File: src/flacmh_pkg.sv
// flacmh_pkg: types, constants and field decoders for the flac metadata header parser
// used by flac_metadata_header_parser and tb_top, no other dependencies
package flacmh_pkg;

	localparam int unsigned MaxWindow     = 65536;
	localparam int unsigned DefaultWindow = 32768;
	localparam int unsigned InfoBytes     = 18;
	localparam int unsigned InfoLen       = 34;

	localparam int unsigned TdataInWidth  = 8;
	localparam int unsigned TdataOutWidth = 120;
	localparam int unsigned TuserOutWidth = 4;

	typedef logic [InfoBytes-1:0][7:0] info_t;

	typedef enum logic [2:0] {
		ST_PARSING     = 3'd0,
		ST_HEADER_DONE = 3'd1,
		ST_PAYLOAD     = 3'd2,
		ST_BAD_MAGIC   = 3'd3,
		ST_TOO_LARGE   = 3'd4,
		ST_BAD_INFO    = 3'd5,
		ST_BAD_PARAMS  = 3'd6,
		ST_BIG_WINDOW  = 3'd7
	} status_t;

	typedef logic [3:0][7:0] magic_t;
	// "fLaC", first byte in index 0
	localparam magic_t Magic = {8'h43, 8'h61, 8'h4c, 8'h66};

	function automatic logic [19:0] f_rate(input info_t info);
		f_rate = {info[10], info[11], info[12][7:4]};
	endfunction

	function automatic logic [3:0] f_channels(input info_t info);
		f_channels = {1'b0, info[12][3:1]} + 4'd1;
	endfunction

	function automatic logic [5:0] f_bits(input info_t info);
		f_bits = {1'b0, info[12][0], info[13][7:4]} + 6'd1;
	endfunction

	function automatic logic [15:0] f_block(input info_t info);
		f_block = {info[2], info[3]};
	endfunction

	function automatic logic [23:0] f_window(input info_t info);
		logic [23:0] w;
		w = {info[7], info[8], info[9]};
		f_window = (w != 24'd0) ? w : 24'(DefaultWindow);
	endfunction

	function automatic logic [35:0] f_total(input info_t info);
		f_total = {info[13][3:0], info[14], info[15], info[16], info[17]};
	endfunction

endpackage

File: src/flac_metadata_header_parser.sv
// flac_metadata_header_parser: magic check, metadata block walk, stream info capture
// depends on flacmh_pkg
//
// Usage:
// - s_tvalid/s_tready/s_tdata carry the flac stream one byte per transaction
//   (s_tdata[7:0] = stream_byte).
// - every input byte produces exactly one result transaction on m_tvalid/m_tready.
//   m_tuser holds status and payload_valid, m_tdata holds the passed-through byte
//   and the decoded stream info fields (see port comments).
// - once the last metadata block has ended and checks pass, status reports header
//   complete for that byte and payload for every byte after it; errors are sticky
//   and every later byte reports the error code with no payload.
// - cfg_we/cfg_wdata write the channel limit (reset value 2); write only while idle.
// - a byte accepted from the stream passes the input register, then the result
//   register, before it appears on the output.
// - throughput: one byte per cycle while the receiver does not stall; the parser
//   state updates once per byte in the logic between the two registers.
// - reset clears all parser state, the result register and the input valid flag; no clearing pass is needed.
// - when the receiver stalls, the result register and then the input register
//   hold, and s_tready drops until m_tready returns.
module flac_metadata_header_parser (
	input  logic                                   clk,
	input  logic                                   arst_n,
	input  logic                                   cfg_we,
	input  logic [3:0]                             cfg_wdata,     // channel_limit
	input  logic                                   s_tvalid,
	output logic                                   s_tready,
	input  logic [flacmh_pkg::TdataInWidth-1:0]    s_tdata,       // stream_byte
	output logic                                   m_tvalid,
	input  logic                                   m_tready,
	// payload_byte[7:0], rate_hz[27:8], channel_count[31:28], sample_bits[37:32],
	// largest_block[53:38], window_bytes[77:54], sample_total[113:78], zero pad
	output logic [flacmh_pkg::TdataOutWidth-1:0]   m_tdata,
	// status[2:0], payload_valid[3]
	output logic [flacmh_pkg::TuserOutWidth-1:0]   m_tuser
);

	typedef enum logic [2:0] {
		PH_MAGIC,
		PH_HEAD,
		PH_BODY,
		PH_DONE,
		PH_ERR
	} phase_t;

	// configuration
	logic [3:0] channel_limit_q;

	// parser state
	phase_t                phase_q, phase_n;
	logic [16:0]           offset_q, offset_n;
	logic [23:0]           remaining_q, remaining_n;
	logic [1:0]            hdr_idx_q, hdr_idx_n;
	logic [7:0]            kind_q, kind_n;
	logic                  seen_q, seen_n;
	flacmh_pkg::status_t   err_q, err_n;
	logic [16:0]           body_pos_q, body_pos_n;
	flacmh_pkg::info_t     info_q, info_n;

	// pipeline
	logic        valid_s1;
	logic [7:0]  byte_s1;
	logic        valid_s2;
	logic [flacmh_pkg::TdataOutWidth-1:0] data_s2;
	logic [3:0]  user_s2;

	logic adv_s2, adv_s1;
	logic do_end, fin;
	logic pv;
	logic [25:0] end_sum;
	logic [5:0]  bits_n;
	flacmh_pkg::status_t status_n;

	assign adv_s2   = !valid_s2 || m_tready;
	assign adv_s1   = valid_s1 && adv_s2;
	assign s_tready = !valid_s1 || adv_s2;

	always_comb begin
		phase_n     = phase_q;
		offset_n    = offset_q;
		remaining_n = remaining_q;
		hdr_idx_n   = hdr_idx_q;
		kind_n      = kind_q;
		seen_n      = seen_q;
		err_n       = err_q;
		body_pos_n  = body_pos_q;
		info_n      = info_q;
		do_end      = 1'b0;
		fin         = 1'b0;
		pv          = 1'b0;
		end_sum     = 26'd0;
		bits_n      = 6'd0;

		unique case (phase_q)
			PH_MAGIC: begin
				if (byte_s1 != flacmh_pkg::Magic[hdr_idx_q]) begin
					phase_n = PH_ERR;
					err_n   = flacmh_pkg::ST_BAD_MAGIC;
				end else begin
					hdr_idx_n = hdr_idx_q + 2'd1;
					if (hdr_idx_q == 2'd3) begin
						phase_n  = PH_HEAD;
						offset_n = 17'd4;
					end
				end
			end
			PH_HEAD: begin
				if (hdr_idx_q == 2'd0) begin
					kind_n      = byte_s1;
					remaining_n = 24'd0;
				end else begin
					remaining_n = {remaining_q[15:0], byte_s1};
				end
				hdr_idx_n = hdr_idx_q + 2'd1;
				if (hdr_idx_q == 2'd3) begin
					if ((remaining_n > 24'(flacmh_pkg::MaxWindow)) ||
					    ((26'(offset_q) + 26'd4 + 26'(remaining_n)) >
					     26'(flacmh_pkg::MaxWindow))) begin
						phase_n = PH_ERR;
						err_n   = flacmh_pkg::ST_TOO_LARGE;
					end else begin
						body_pos_n = 17'd0;
						if (remaining_n == 24'd0) begin
							do_end = 1'b1;
						end else begin
							phase_n = PH_BODY;
						end
					end
				end
			end
			PH_BODY: begin
				if (kind_q[6:0] == 7'd0 && body_pos_q < 17'(flacmh_pkg::InfoBytes)) begin
					info_n[body_pos_q[4:0]] = byte_s1;
				end
				body_pos_n = body_pos_q + 17'd1;
				if (24'(body_pos_n) >= remaining_q) begin
					do_end = 1'b1;
				end
			end
			PH_DONE: begin
				pv = 1'b1;
			end
			PH_ERR: begin
			end
			default: begin
			end
		endcase

		// end of a metadata block: stream info length check, then final validation on the last one
		if (do_end) begin
			if (kind_n[6:0] == 7'd0 && remaining_n != 24'(flacmh_pkg::InfoLen)) begin
				phase_n = PH_ERR;
				err_n   = flacmh_pkg::ST_BAD_INFO;
			end else begin
				if (kind_n[6:0] == 7'd0) begin
					seen_n = 1'b1;
				end
				end_sum  = 26'(offset_q) + 26'd4 + 26'(remaining_n);
				offset_n = end_sum[16:0];
				bits_n   = flacmh_pkg::f_bits(info_n);
				if (!kind_n[7]) begin
					phase_n   = PH_HEAD;
					hdr_idx_n = 2'd0;
				end else if (!seen_n || flacmh_pkg::f_block(info_n) == 16'd0 ||
				             flacmh_pkg::f_channels(info_n) > channel_limit_q ||
				             (bits_n != 6'd8 && bits_n != 6'd16) ||
				             flacmh_pkg::f_rate(info_n) == 20'd0) begin
					phase_n = PH_ERR;
					err_n   = flacmh_pkg::ST_BAD_PARAMS;
				end else if (flacmh_pkg::f_window(info_n) >
				             24'(flacmh_pkg::MaxWindow)) begin
					phase_n = PH_ERR;
					err_n   = flacmh_pkg::ST_BIG_WINDOW;
				end else begin
					phase_n = PH_DONE;
					fin     = 1'b1;
				end
			end
		end

		if (phase_n == PH_ERR) begin
			status_n = err_n;
			pv       = 1'b0;
		end else if (fin) begin
			status_n = flacmh_pkg::ST_HEADER_DONE;
		end else if (phase_n == PH_DONE) begin
			status_n = flacmh_pkg::ST_PAYLOAD;
		end else begin
			status_n = flacmh_pkg::ST_PARSING;
		end
	end

	always_ff @(posedge clk or negedge arst_n) begin
		if (!arst_n) begin
			channel_limit_q <= 4'd2;
		end else if (cfg_we) begin
			channel_limit_q <= cfg_wdata;
		end
	end

	// parser state and result data
	always_ff @(posedge clk or negedge arst_n) begin
		if (!arst_n) begin
			phase_q     <= PH_MAGIC;
			offset_q    <= 17'd0;
			remaining_q <= 24'd0;
			hdr_idx_q   <= 2'd0;
			kind_q      <= 8'd0;
			seen_q      <= 1'b0;
			err_q       <= flacmh_pkg::ST_PARSING;
			body_pos_q  <= 17'd0;
			info_q      <= '0;
			user_s2     <= '0;
			data_s2     <= '0;
		end else if (adv_s1) begin
			phase_q     <= phase_n;
			offset_q    <= offset_n;
			remaining_q <= remaining_n;
			hdr_idx_q   <= hdr_idx_n;
			kind_q      <= kind_n;
			seen_q      <= seen_n;
			err_q       <= err_n;
			body_pos_q  <= body_pos_n;
			info_q      <= info_n;
			user_s2     <= {pv, status_n};
			data_s2     <= {6'd0,
			                flacmh_pkg::f_total(info_n),
			                flacmh_pkg::f_window(info_n),
			                flacmh_pkg::f_block(info_n),
			                flacmh_pkg::f_bits(info_n),
			                flacmh_pkg::f_channels(info_n),
			                flacmh_pkg::f_rate(info_n),
			                pv ? byte_s1 : 8'd0};
		end
	end

	// input register
	always_ff @(posedge clk or negedge arst_n) begin
		if (!arst_n) begin
			valid_s1 <= 1'b0;
		end else if (s_tready) begin
			valid_s1 <= s_tvalid;
		end
	end

	always_ff @(posedge clk) begin
		if (s_tready && s_tvalid) begin
			byte_s1 <= s_tdata[7:0];
		end
	end

	// result register
	always_ff @(posedge clk or negedge arst_n) begin
		if (!arst_n) begin
			valid_s2 <= 1'b0;
		end else if (adv_s2) begin
			valid_s2 <= valid_s1;
		end
	end

	assign m_tvalid = valid_s2;
	assign m_tdata  = data_s2;
	assign m_tuser  = user_s2;

endmodule

File: config.mk
export PLATFORM = sky130hd
export DESIGN_NAME = flac_metadata_header_parser
export DESIGN_NICKNAME = d
export VERILOG_FILES = /design/src/flacmh_pkg.sv /design/src/flac_metadata_header_parser.sv
export SDC_FILE = /design/constraint.sdc
export NUM_CORES = 1
export LEC_CHECK = 0
export ABC_AREA = 1
export CAP_MARGIN = 30
export CORE_MARGIN = 2
export CORE_UTILIZATION = 55
export DETAILED_ROUTE_END_ITERATION = 7
export DONT_BUFFER_PORTS = 1
export GPL_TIMING_DRIVEN = 1
export PLACE_DENSITY_LB_ADDON = 0.05
export SKIP_LAST_GASP = 1
export SLEW_MARGIN = 20
export SYNTH_ARGS = -nofsm -noshare
export SYNTH_HDL_FRONTEND = slang
export SYNTH_SLANG_ARGS = --single-unit
File: constraint.sdc
create_clock -name clk -period 4.49 [get_ports clk]
set_clock_uncertainty 0.1 [all_clocks]
set_input_delay 0.449 -clock clk [delete_from_list [all_inputs] [get_ports clk]]
set_output_delay 0.449 -clock clk [all_outputs]
set_load 0.01 [all_outputs]
* Yosys cells after proc, flatten, opt, wreduce, memory -nomap -nowiden
Cells that the tools add are included.
** Storage, ports and cells
- Bits in registers :: 351
- Logic and storage cells :: 154
** Operators by class
- Add/subtract/negate cells :: 7
- Magnitude comparators :: 9
- Equality and inequality tests :: 12
- Multiplexer cells :: 65
- Bitwise gates (word level) :: 1
- Reduce and logical (&&, ||, !) cells :: 28
** Operators by type and width (number)
- two-way mux 144 bit :: 2
- bitwise mux 144 bit :: 1
- two-way mux 17 bit :: 7
- two-way mux 24 bit :: 4
- two-way mux 3 bit :: 19
- greater-than comparator 24 x 17 -> 1 bit, second input constant :: 2
- demux 8 bit (select 5 bit) :: 1
- two-way mux 8 bit :: 5
- one-hot mux 17 bit (2 select lines) :: 1
- greater-than comparator 26 x 17 -> 1 bit, second input constant :: 1
- adder 18 x 24 -> 25 bit :: 1
- >= comparator 17 x 24 -> 1 bit :: 1
- zero test 24 bit :: 1
- != test 24 x 6 -> 1 bit, second input constant :: 1
- nonzero test 24 bit :: 1
- zero test 20 bit :: 1
- adder 17 x 3 -> 18 bit, second input constant :: 1
- adder 17 x 1 -> 17 bit, second input constant :: 1
- adder 17 bit :: 1
- less-than comparator 17 x 5 -> 1 bit, second input constant :: 1
- binary-select mux 8 bit (select 2 bit) :: 1
- zero test 16 bit :: 1
- zero test 7 bit :: 2
- two-way mux 1 bit :: 14
- 28 further kinds :: 51

* Logic depth before layout (Yosys ltp)
Gate-level depths: netlist of the first run.
- Depth in word-level cells :: 23
- Mapped depth :: 32
- Gate-level depth less buffers :: 32

* Worst setup path before layout of the first run
Ideal clock, no wire load.
- Path kind :: register to register
- Start :: register offset_q[2]
- End :: register offset_q[14]
- Arrival :: 3.661 ns
- Required time :: 4.264 ns
- Slack :: 0.602 ns
- Cell stages (with the launch flop) :: 32
- Path buffers :: 1
- Period minus slack after synthesis :: 3.888 ns
- Cells stage by stage :: dfrtp_1 -> ha_1 -> nand2_1 -> inv_1 -> nand2_1 -> nor2_1 -> inv_1 -> nor2_1 -> nand2_1 -> nor4_1 -> nand3_1 -> xor2_1 -> inv_1 -> ha_1 -> nand2_1 -> inv_1 -> nand2_1 -> nor3_1 -> nand3_1 -> nand3_1 -> nand2_1 -> nand2_1 -> nand3_1 -> nor2_2 -> nand4_1 -> nand2_1 -> nand2_2 -> nand2_1 -> nand2_1 -> inv_1 -> buf_4 -> o22ai_1
** Between the ends
- Word-level cells in the longest chain between the ends :: 8
- Elaborated cells between the ends (all ways) :: 10
- Those cells by class :: 3 x add/sub; 1 x order compare; 5 x mux; 1 x reduce/logical
** RTL lines
- start: declaration :: RTL line flac_metadata_header_parser.sv:51 : logic [16:0] offset_q, offset_n;
- start signal: assignment :: RTL line flac_metadata_header_parser.sv:217 : offset_q <= offset_n;
- adder 17 x 3 -> 18 bit (*) :: RTL line flac_metadata_header_parser.sv:158 : end_sum = 26'(offset_q) + 26'd4 + 26'(remaining_n);
- adder 18 x 24 -> 25 bit :: RTL line flac_metadata_header_parser.sv:117 : ((26'(offset_q) + 26'd4 + 26'(remaining_n)) >
- greater-than comparator 26 x 17 -> 1 bit :: RTL line flac_metadata_header_parser.sv:117
- logical OR 1 bit :: RTL line flac_metadata_header_parser.sv:116 : if ((remaining_n > 24'(flacmh_pkg::MaxWindow)) ||
- two-way mux 1 bit :: RTL line flac_metadata_header_parser.sv:116
- two-way mux 1 bit :: RTL line flac_metadata_header_parser.sv:115 : if (hdr_idx_q == 2'd3) begin
- one-hot mux 1 bit (2 select lines) :: RTL line flac_metadata_header_parser.sv:94 : unique case (phase_q)
- two-way mux 17 bit (*) :: RTL line flac_metadata_header_parser.sv:150 : if (do_end) begin
Mark *: on every way between the ends. The rest lies on a longest branch, timed or not.
A chain may end at the register's enable or synchronous reset.

* Final worst setup path of the first run
- Start :: register offset_q[3]
- End :: register user_s2[1], in the netlist m_tuser[1]
** Between the ends
- Word-level cells in the longest chain between the ends :: 13
- Elaborated cells between the ends (all ways) :: 25
- Those cells by class :: 2 x add/sub; 1 x order compare; 2 x eq/ne; 19 x mux; 1 x reduce/logical
** RTL lines
- adder 17 x 3 -> 18 bit (*)
- adder 18 x 24 -> 25 bit (*) :: RTL line flac_metadata_header_parser.sv:117
- greater-than comparator 26 x 17 -> 1 bit (*) :: RTL line flac_metadata_header_parser.sv:117
- logical OR 1 bit (*) :: RTL line flac_metadata_header_parser.sv:116
- two-way mux 3 bit :: RTL line flac_metadata_header_parser.sv:116
- two-way mux 3 bit :: RTL line flac_metadata_header_parser.sv:115
- one-hot mux 3 bit (2 select lines) :: RTL line flac_metadata_header_parser.sv:94
- two-way mux 3 bit :: RTL line flac_metadata_header_parser.sv:170 : end else if (flacmh_pkg::f_window(info_n) >
- two-way mux 3 bit :: RTL line flac_metadata_header_parser.sv:164 : end else if (!seen_n || flacmh_pkg::f_block(info_n) == 16'd0 ||
- two-way mux 3 bit :: RTL line flac_metadata_header_parser.sv:161 : if (!kind_n[7]) begin
- two-way mux 3 bit :: RTL line flac_metadata_header_parser.sv:151 : if (kind_n[6:0] == 7'd0 && remaining_n != 24'(flacmh_pkg::InfoLen)) begin
- two-way mux 3 bit :: RTL line flac_metadata_header_parser.sv:150
- two-way mux 3 bit (*) :: RTL line flac_metadata_header_parser.sv:181 : if (phase_n == PH_ERR) begin
- end signal: assignment :: RTL line flac_metadata_header_parser.sv:225 : user_s2 <= {pv, status_n};
- end: declaration :: RTL line flac_metadata_header_parser.sv:65 : logic [3:0] user_s2;
Marks and branches as above.

==> impl_metrics.ini, run 1 <==
[layout]
area_delta_synth_final_pct = 6.81
multiInputGateArea_mm2 = 0.00741
diodes = 0
final_layout_size_suffix_gt1_frac = 0.0789
fill_cells = 2471
regArea_mm2 = 0.00602
final-instance-count-excl-fill = 2368
nets = 2098

[clock_network]
ctsHoldBuffers = 14
cts.sinks = 239
clkSlewWorstSetupHoldPaths_ns = 0.06
cts_buffers = 27
clockBufferDepth = 3
clock_latency_ns = 0.55
h-tree-depth = 1
cts_tree = done
clock-root-buffer = clkbuf_16

[timing]
holdWs_ns = -0.502
min_period_ns = 4.17
fmax_ghz = 0.240
slew-limit-headroom = 0.388
setup_viol = 0
tns_ns = 0
fin_crit_sh = 0.928
hold_violations = 231
tightestPinTransition_ns = 0.918
rsz0062_at_grt = true
drv_slew = 0

[routing]
viasPerCell = 5.51
first_iter_violations = 1005
drc_errors = 0
first_pass_iters = 5
wirelength_um = 40800
post_drt_wl_per_cell_um = 17.2
ant_nets = 0
vias = 13045

[worst_setup_path]
critical_path_class = reg -> reg
critPathBufInv = 6
crit_slowest_cell = dfrtp_1
crit_path_max_incr_delay_ns = 0.36
startpoint_type = register
crit_top_cell = nand2_1
cp.required_ns = 4.82
r2r_slack_ns = 0.32
crit_family = simple AND/OR/NAND/NOR gates
cp.arrival_ns = 4.50
worstPathMaxFanout = 4
end_kind = register

[grt]
antenna_found_initial = 0
grt_start_max_net_pins = 232
grt_pass1_vias = 12248
grt_overflow = 0
track_usage = 0.284
grt_pass1_wl_um = 65200

[synth]
ys_ff_latch = 239
synth_edf_count = 8
synthArstFlopShare = 0.967
syn-cell-area_mm2 = 0.0151
ys_warn_count = 0
synthFlopType = dfrtp_1
synth_area_leaders = dfrtp_1, nand2_1, o21ai_0
synth_top_area_frac = 0.381
yosysTopAreaCell = dfrtp_1
syn_avg_cell_area_um2 = 7.33
syn-instance-count = 2062
synth_cell_types = 59
ys_seq_area_frac = 0.399

[die]
die_h_um = 170
start_util = 0.561
fp.dieArea_mm2 = 0.0288
die_x_um = 170
fp-row-count = 60
num_io_pins = 143
core_area_mm2 = 0.0270

[place]
io_buffers = 0
gp_congestion = 0.954
dp_hpwl_um = 29900
placed_cells = 2304

[min_path]
hold_path.class = in -> async

[outcome]
status = finished with violations
violations = hold timing

[pwr]
power.total_mw = 10.7
ir_worst_vdd_mv = 0.639
power.leakage_nw = 8.54
powerDensity_mw_per_mm2 = 665

[flow_run]
drv_cap = 0
timing repair:
item,CTS,global route
setup buffers,0,3
resized for setup,0,22
hold endpoints to repair,244,231
setup endpoints to repair,0,46
worst paths after layout:
path | start | depth (start not counted) | to
max | offset_q[3]$_DFFE_PN0P_ | 32 | m_tuser[1]$_DFFE_PN0P_
min | arst_n | 0 | info_q[24]$_DFFE_PN0P_
max reg2reg | offset_q[3]$_DFFE_PN0P_ | 32 | m_tuser[1]$_DFFE_PN0P_
min reg2reg | info_q[62]$_DFFE_PN0P_ | 2 | info_q[62]$_DFFE_PN0P_
max in group asynchronous | arst_n | 0 | channel_limit_q[1]$_DFFE_PN1P_
min in group clk | m_tready | 3 | m_tvalid$_DFFE_PN0P_
power breakdown:
group | internal (mW) | total, mW | switching, mW
combinational | 2.08 | 5.75 | 3.67
sequential | 2.45 | 2.74 | 0.290
clock | 1.32 | 2.24 | 0.920
synth_stat cells, types with 2 or more instances:
library cell and count:
nand2_1 626, o21ai_0 236, dfrtp_1 230, inv_1 224
nor2_1 135, nand3_1 107, buf_4 82, ha_1 70
a21oi_1 48, clkbuf_1 42, nand4_1 37, xor2_1 32
nor3_1 20, inv_2 15, o21ai_1 12, o22ai_1 11
buf_2 9, o211ai_1 9, xnor2_1 9, buf_1 8
edfxtp_1 8, nor2_2 8, nor4_1 8, nand2_2 7
o21bai_1 6, nand3_2 5, nor2_4 5, a31oi_1 4
and2_1 4, buf_6 4, nand3b_1 3, o21a_1 3
a21oi_2 2, a22o_1 2, a41oi_1 2, fa_1 2
nand2_4 2, o21ai_2 2, o31ai_1 2, or2_2 2
layout make-up:
type / instances / share of cell area
timing repair buffer: 58 / 0.0299
sequential: 239 / 0.373
multi-input combinational: 1442 / 0.459
tap: 341 / 0.0264
clock inverter: 11 / 0.00977
inverter: 241 / 0.0565
clock buffer: 36 / 0.0452
logic make-up (layout without fill, tap and decap cells):
kind of cell               after synthesis  after routing  synth area share
DFF                                    239            239             0.399
buffers and inverters                  386            346             0.119
and+or+nand+nor                        976            976             0.274
AOI/OAI and AO/OA                      346            346             0.123
other                                    1              6          0.000248
adders and majority gates               72             72            0.0606
muxes                                    1              1          0.000745
xor gates and xnor gates                41             41            0.0238
layer usage:
metal,global-route usage,vias up,routed length [um]
li1,-,6469,-
met1,0.381,6145,17800
met2,0.479,355,19300
met3,0.0417,76,2460
met4,0.0858,0,1200
met5,0,-,0
cell usage in the layout, fill, tap and decap left out, drive strengths merged, types with 8 or more instances in the layout:
master,count
inv,243
dlygate4sd3,14
buf,44
o22ai,11
ha,70
xor2,32
o211ai,9
o21ai,250
clkbuf,36
nand4,38
a21oi,50
nor3,21
xnor2,9
edfxtp,8
nand3,113
nor4,8
dfrtp,230
nor2,149
nand2,635
sequential cells by signal (all words and copies together), names as in the netlist:
name,count
seen_q,1
body_pos_q,17
remaining_q,24
phase_q,3
byte_s1,8
valid_s1,1
m_tuser,4
info_q,95
hdr_idx_q,2
m_tvalid,1
err_q,3
kind_q,8
m_tdata,51
offset_q,17
channel_limit_q,4
through the flow:
step           instance area [um2]  setup WS, ns   util
2_1_floorplan                15100         0.602      -
3_3_place_gp                 15000         0.269  0.556
3_5_place_dp                 15000         0.116  0.556
4_1_cts                      16000         0.105  0.594
5_1_grt                      16100       -0.0877  0.599
6_report                     16100         0.324  0.599
Note: power is estimated with default switching activity, not from simulation.
==> inputs of run 2 (changes only) <==
--- a/config.mk
+++ b/config.mk
@@ -6,11 +6,12 @@
 export NUM_CORES = 1
 export LEC_CHECK = 0
 export ABC_AREA = 1
+export BUFFER_PORTS_ARGS = -buffer_cell sky130_fd_sc_hd__buf_2
 export CAP_MARGIN = 30
+export CORE_ASPECT_RATIO = 1.5
 export CORE_MARGIN = 2
 export CORE_UTILIZATION = 55
 export DETAILED_ROUTE_END_ITERATION = 7
-export DONT_BUFFER_PORTS = 1
 export GPL_TIMING_DRIVEN = 1
 export PLACE_DENSITY_LB_ADDON = 0.05
 export SKIP_LAST_GASP = 1
==> run 2 against run 1 <==
  * Worst hold slack better by 0.54 ns
  * Worst setup slack worse by 0.094 ns
  * Combinational power up 9.6%
  * The run now ends clean
  * Largest cell class unchanged
  * Routed wire length up 12%
  * Highest routed layer unchanged
  * Design area up 5.9%
==> impl_metrics.ini, run 2 (synthesis results as in run 1) <==
[outcome]
status = finished clean

[clock_network]
clockBufferDepth = 3
cts_buffers = 25
clkSlewWorstSetupHoldPaths_ns = 0.06
clock_latency_ns = 0.53
cts_tree = done
h-tree-depth = 1
cts.sinks = 239
clock-root-buffer = clkbuf_16

[layout]
largest_register = info_q
final-instance-count-excl-fill = 2522
largest_reg_flops = 95
fill_cells = 2572
final_common_cell = nand2_1
area_delta_synth_final_pct = 13.1
nets = 2254
diodes = 0
layout_common_cells = nand2_1, o21ai_0, dfrtp_1
final_layout_size_suffix_gt1_frac = 0.155
utilization = 0.630

[place]
dp_hpwl_um = 34100
gp_congestion = 1.02
io_buffers = 136
dp_slack_ns = 0.0628
placed_cells = 2462

[grt]
antenna_found_initial = 0
grt_pass1_wl_um = 70100
track_usage = 0.310
grt_overflow = 0
grt_pass1_vias = 13030
grt_start_max_net_pins = 124

[pwr]
p_seq_frac = 0.242
power.internal_mw = 5.94
power.share.switching = 0.464
switching_power_mw = 5.15
powerDensity_mw_per_mm2 = 649
power.leakage_nw = 9.39
pwr-share-clk = 0.190
ir_worst_vdd_mv = 0.829
power_frac_comb = 0.569

[worst_setup_path]
cp.arrival_ns = 4.60
crit_top_cell = nand2_1
cp.required_ns = 4.83
end_kind = register
worstPathMaxFanout = 8
crit_slowest_cell = dfrtp_1
startpoint_type = register
critical_path_class = reg -> reg
crit_path_max_incr_delay_ns = 0.35

[routing]
first_pass_iters = 6
first_iter_violations = 813
wirelength_um = 45600
wl_met2_um = 23500
met1_length_um = 16800
top_layer = met4
ant_nets = 0
vias = 13815
post_drt_wl_per_cell_um = 18.1
viasPerCell = 5.48
drc_errors = 0
wl_met3_um = 1930

[timing]
slew-limit-headroom = 0.322
fin_crit_sh = 0.949
tightestPinTransition_ns = 1.02
fin_ws_ns = 0.231
fmax_ghz = 0.235
holdWs_ns = 0.0416
drv_slew = 0
hold_violations = 0
min_period_ns = 4.26
setup_viol = 0

[die]
num_io_pins = 143
fp.dieArea_mm2 = 0.0288
die_x_um = 139
die_h_um = 207
fp-row-count = 74
core_area_mm2 = 0.0271
start_util = 0.557

[flow_run]
drv_cap = 0

[min_path]
hold_path.class = in -> reg
-- run 2: cell count changes in the layout (fill, tap and decap cells not counted), sizes merged --
cell | previous run | this run
clkinv | 4 | 2
dlygate4sd3 | 14 | 9
buf | 44 | 205
clkinvlp | 2 | 4
bufinv | 3 | 1
inv | 243 | 242
-- run 2: critical path: cells and delay by family, from the launching register on --
kind	cells	cell delay [ns]
xor gates and xnor gates	1	0.16
adders and majority gates	2	0.46
AOI/OAI and AO/OA	2	0.24
and+or+nand+nor	18	2.01
buffers and inverters	8	0.85
DFF	1	0.35
-- run 2: what timing repair did --
item                                    CTS  global route
hold buffers                              9             0
gates resized for setup                   0            43
buffers inserted                          0             6
endpoints found under the hold margin    73             0
endpoints found under the setup margin    0            46
-- run 2: area by class of cell --
class / instances / area, um2 / area share
clock buffer: 34 / 741 / 0.0434
inverter: 241 / 910 / 0.0532
sequential: 239 / 6020 / 0.352
timing repair buffer: 216 / 1420 / 0.0830
multi-input combinational: 1442 / 7480 / 0.438
clock inverter: 8 / 82.6 / 0.00483
tap: 342 / 428 / 0.0250
-- run 2: power by group through the flow --
stage	Clock [mW]	Combinational, mW	Sequential, mW
2_1_floorplan	0	4.30	2.68
3_3_place_gp	0	5.98	2.71
3_5_place_dp	0	6.05	2.72
4_1_cts	2.13	6.11	2.68
5_1_grt	2.21	7.04	2.72
6_report	2.10	6.30	2.68
-- run 2: path summary, 6_finish.rpt --
kind | startpoint | end | slack [ns] | depth (start not counted)
max in group asynchronous | arst_n | body_pos_q[6]$_DFFE_PN0P_ | 2.73 | 3
hold reg to reg | m_tdata[75]$_DFFE_PN0P_ | m_tdata[75]$_DFFE_PN0P_ | 0.37 | 2
min in group asynchronous | arst_n | info_q[125]$_DFFE_PN0P_ | 0.48 | 2
setup reg to reg | offset_q[3]$_DFFE_PN0P_ | body_pos_q[6]$_DFFE_PN0P_ | 0.23 | 31
hold / removal | cfg_wdata[3] | channel_limit_q[3]$_DFFE_PN0P_ | 0.04 | 3
setup / recovery | offset_q[3]$_DFFE_PN0P_ | body_pos_q[6]$_DFFE_PN0P_ | 0.23 | 31
-- run 2: stage by stage --
stage / cell area (um2) / power (mW) / TNS (ns)
2_1_floorplan: 15100 / 6.98 / 0
3_3_place_gp: 15900 / 8.69 / 0
3_5_place_dp: 15900 / 8.76 / 0
4_1_cts: 16800 / 10.9 / 0
5_1_grt: 17100 / 12.0 / -0.545
6_report: 17100 / 11.1 / 0
-- run 2: layer usage --
metal,vias to the layer above,global-route usage
li1,6772,-
met1,6507,0.340
met2,396,0.568
met3,140,0.0339
met4,0,0.203
met5,-,0
==> inputs of run 3 (changes only) <==
==> constraint.sdc (replaced) <==
create_clock -name clk -period 5.35 [get_ports clk]
set_clock_uncertainty 0.1 [all_clocks]
set_input_delay 0.535 -clock clk [delete_from_list [all_inputs] [get_ports clk]]
set_output_delay 0.535 -clock clk [all_outputs]
set_load 0.01 [all_outputs]
==> run 3 against run 2 <==
  * First-iteration DRC count up 17%
  * Critical path depth shrank 1
  * Via count fell by 2.8%
  * Final cell count down 2.0%
  * Sequential cell count unchanged
  * Fmax fell by 8.0%
  * Global-route usage down 0.50 points
  * Sequential share of layout area rose by 1.3 points
  * Utilization decreased by 2.3 points
  * Die area unchanged
  * Worst hold slack better by 0.034 ns
  * Combinational power shrank 21%
  * Critical endpoint is now offset_q[3]$_DFFE_PN0P_
==> impl_metrics.ini, run 3 (synthesis results as in run 1) <==
[pwr]
ir_worst_vdd_mv = 0.652
power.internal_mw = 4.84
power.total_mw = 9.03
pwr-share-clk = 0.198
power.leakage_nw = 9.09
power_frac_comb = 0.551
switching_power_mw = 4.18
powerDensity_mw_per_mm2 = 548
power.share.switching = 0.463
p_seq_frac = 0.251

[layout]
nets = 2203
utilization = 0.607
layout_common_cells = nand2_1, o21ai_0, dfrtp_1
diodes = 0
largest_reg_flops = 95
final_area_mm2 = 0.0165
final_layout_size_suffix_gt1_frac = 0.124
area_delta_synth_final_pct = 8.98
final_common_cell = nand2_1
largest_register = info_q
fill_cells = 2540

[worst_setup_path]
end_kind = register
critical_path_class = reg -> reg
startpoint_type = register
crit_slowest_cell = dfrtp_1
cp.arrival_ns = 4.94
crit_path_max_incr_delay_ns = 0.36
critPathBufInv = 5
worstPathMaxFanout = 6
crit_family = simple AND/OR/NAND/NOR gates
cp.required_ns = 5.66
crit_top_cell = nand2_1

[routing]
first_iter_violations = 951
ant_nets = 0
post_drt_wl_per_cell_um = 17.9
first_pass_iters = 6
vias = 13431
viasPerCell = 5.43
drc_errors = 0
wirelength_um = 44100

[timing]
fin_crit_sh = 0.865
drv_slew = 0
rsz0062_at_grt = false
hold_violations = 0
min_period_ns = 4.63
slew-limit-headroom = 0.381
fin_ws_ns = 0.722
fmax_ghz = 0.216
tightestPinTransition_ns = 0.918
setup_viol = 0
tns_ns = 0

[min_path]
hold_path.class = in -> reg

[clock_network]
clock_latency_ns = 0.53
clockBufferDepth = 3
cts_buffers = 25
h-tree-depth = 1
clkSlewWorstSetupHoldPaths_ns = 0.06
cts.sinks = 239
clock-root-buffer = clkbuf_16
cts_tree = done

[place]
dp_hpwl_um = 33100
dp_slack_ns = 0.424
placed_cell_area_mm2 = 0.0156
io_buffers = 136
gp_congestion = 0.937

[die]
core_area_mm2 = 0.0271
num_io_pins = 143
fp-row-count = 74
die_x_um = 139
fp.dieArea_mm2 = 0.0288
die_h_um = 207
start_util = 0.557

[outcome]
status = finished clean

[grt]
grt_pass1_wl_um = 69400
grt_start_max_net_pins = 127
track_usage = 0.305
grt_overflow = 0
grt_pass1_vias = 12995
antenna_found_initial = 0

[flow_run]
drv_cap = 0
run 3: worst register-to-register path, delay by kind of cell (launching register included):
family,cells,cell delay (ns)
simple gates,21,2.65
xor+xnor,1,0.25
compound gates,1,0.10
buf+inv,5,0.52
fa+ha+maj,2,0.52
flops,1,0.36
run 3: what timing repair did:
| action | CTS | global route |
|---|---|---|
| endpoints found under the setup margin | 0 | 15 |
| endpoints found under the hold margin | 0 | 33 |
| buffers inserted | 0 | 0 |
| hold buffers | 0 | 1 |
| gates resized for setup | 0 | 7 |
run 3: final timing paths:
| path | endpoint | from | cells after the start | slack [ns] |
|---|---|---|---|---|
| hold reg to reg | m_tdata[63]$_DFFE_PN0P_ | m_tdata[63]$_DFFE_PN0P_ | 2 | 0.37 |
| min in group asynchronous | info_q[17]$_DFFE_PN0P_ | arst_n | 2 | 0.37 |
| hold / removal | byte_s1[4]$_DFFE_PP_ | s_tdata[4] | 1 | 0.08 |
| max in group asynchronous | m_tdata[31]$_DFFE_PN0P_ | arst_n | 4 | 3.49 |
| setup / recovery | offset_q[3]$_DFFE_PN0P_ | offset_q[3]$_DFFE_PN0P_ | 30 | 0.72 |
| setup reg to reg | offset_q[3]$_DFFE_PN0P_ | offset_q[3]$_DFFE_PN0P_ | 30 | 0.72 |
run 3: area by class of cell:
type	count	area, um2	share of cell area
inverters	241	910	0.0552
multi-input cells	1442	7340	0.446
flip-flops and latches	239	6020	0.366
well taps	342	428	0.0260
clock buffers	35	704	0.0428
repair buffers	164	933	0.0567
clock inverters	8	119	0.00722
repair inverters	1	7.51	0.000456
run 3: power groups by stage:
stage,clock (mW),sequential [mW],combinational (mW)
3_5_place_dp,0,2.29,4.94
5_1_grt,1.89,2.30,5.58
2_1_floorplan,0,2.25,3.61
6_report,1.79,2.27,4.97
4_1_cts,1.82,2.26,4.96
3_3_place_gp,0,2.29,4.84
run 3: routing by layer:
metal | global-route usage | part of all wire | vias to the layer above
li1 | - | - | 6668
met1 | 0.338 | 0.38 | 6253
met2 | 0.560 | 0.52 | 379
met3 | 0.0309 | 0.040 | 131
met4 | 0.193 | 0.070 | 0
met5 | 0 | 0 | -
run 3: through the flow:
stage	cells	hold WS, ns
after floorplan	2067	0.139
after global placement	2425	0.360
after detailed placement	2426	0.361
after CTS	2469	0.0599
after global routing	2472	0.0645
final	2472	0.0758
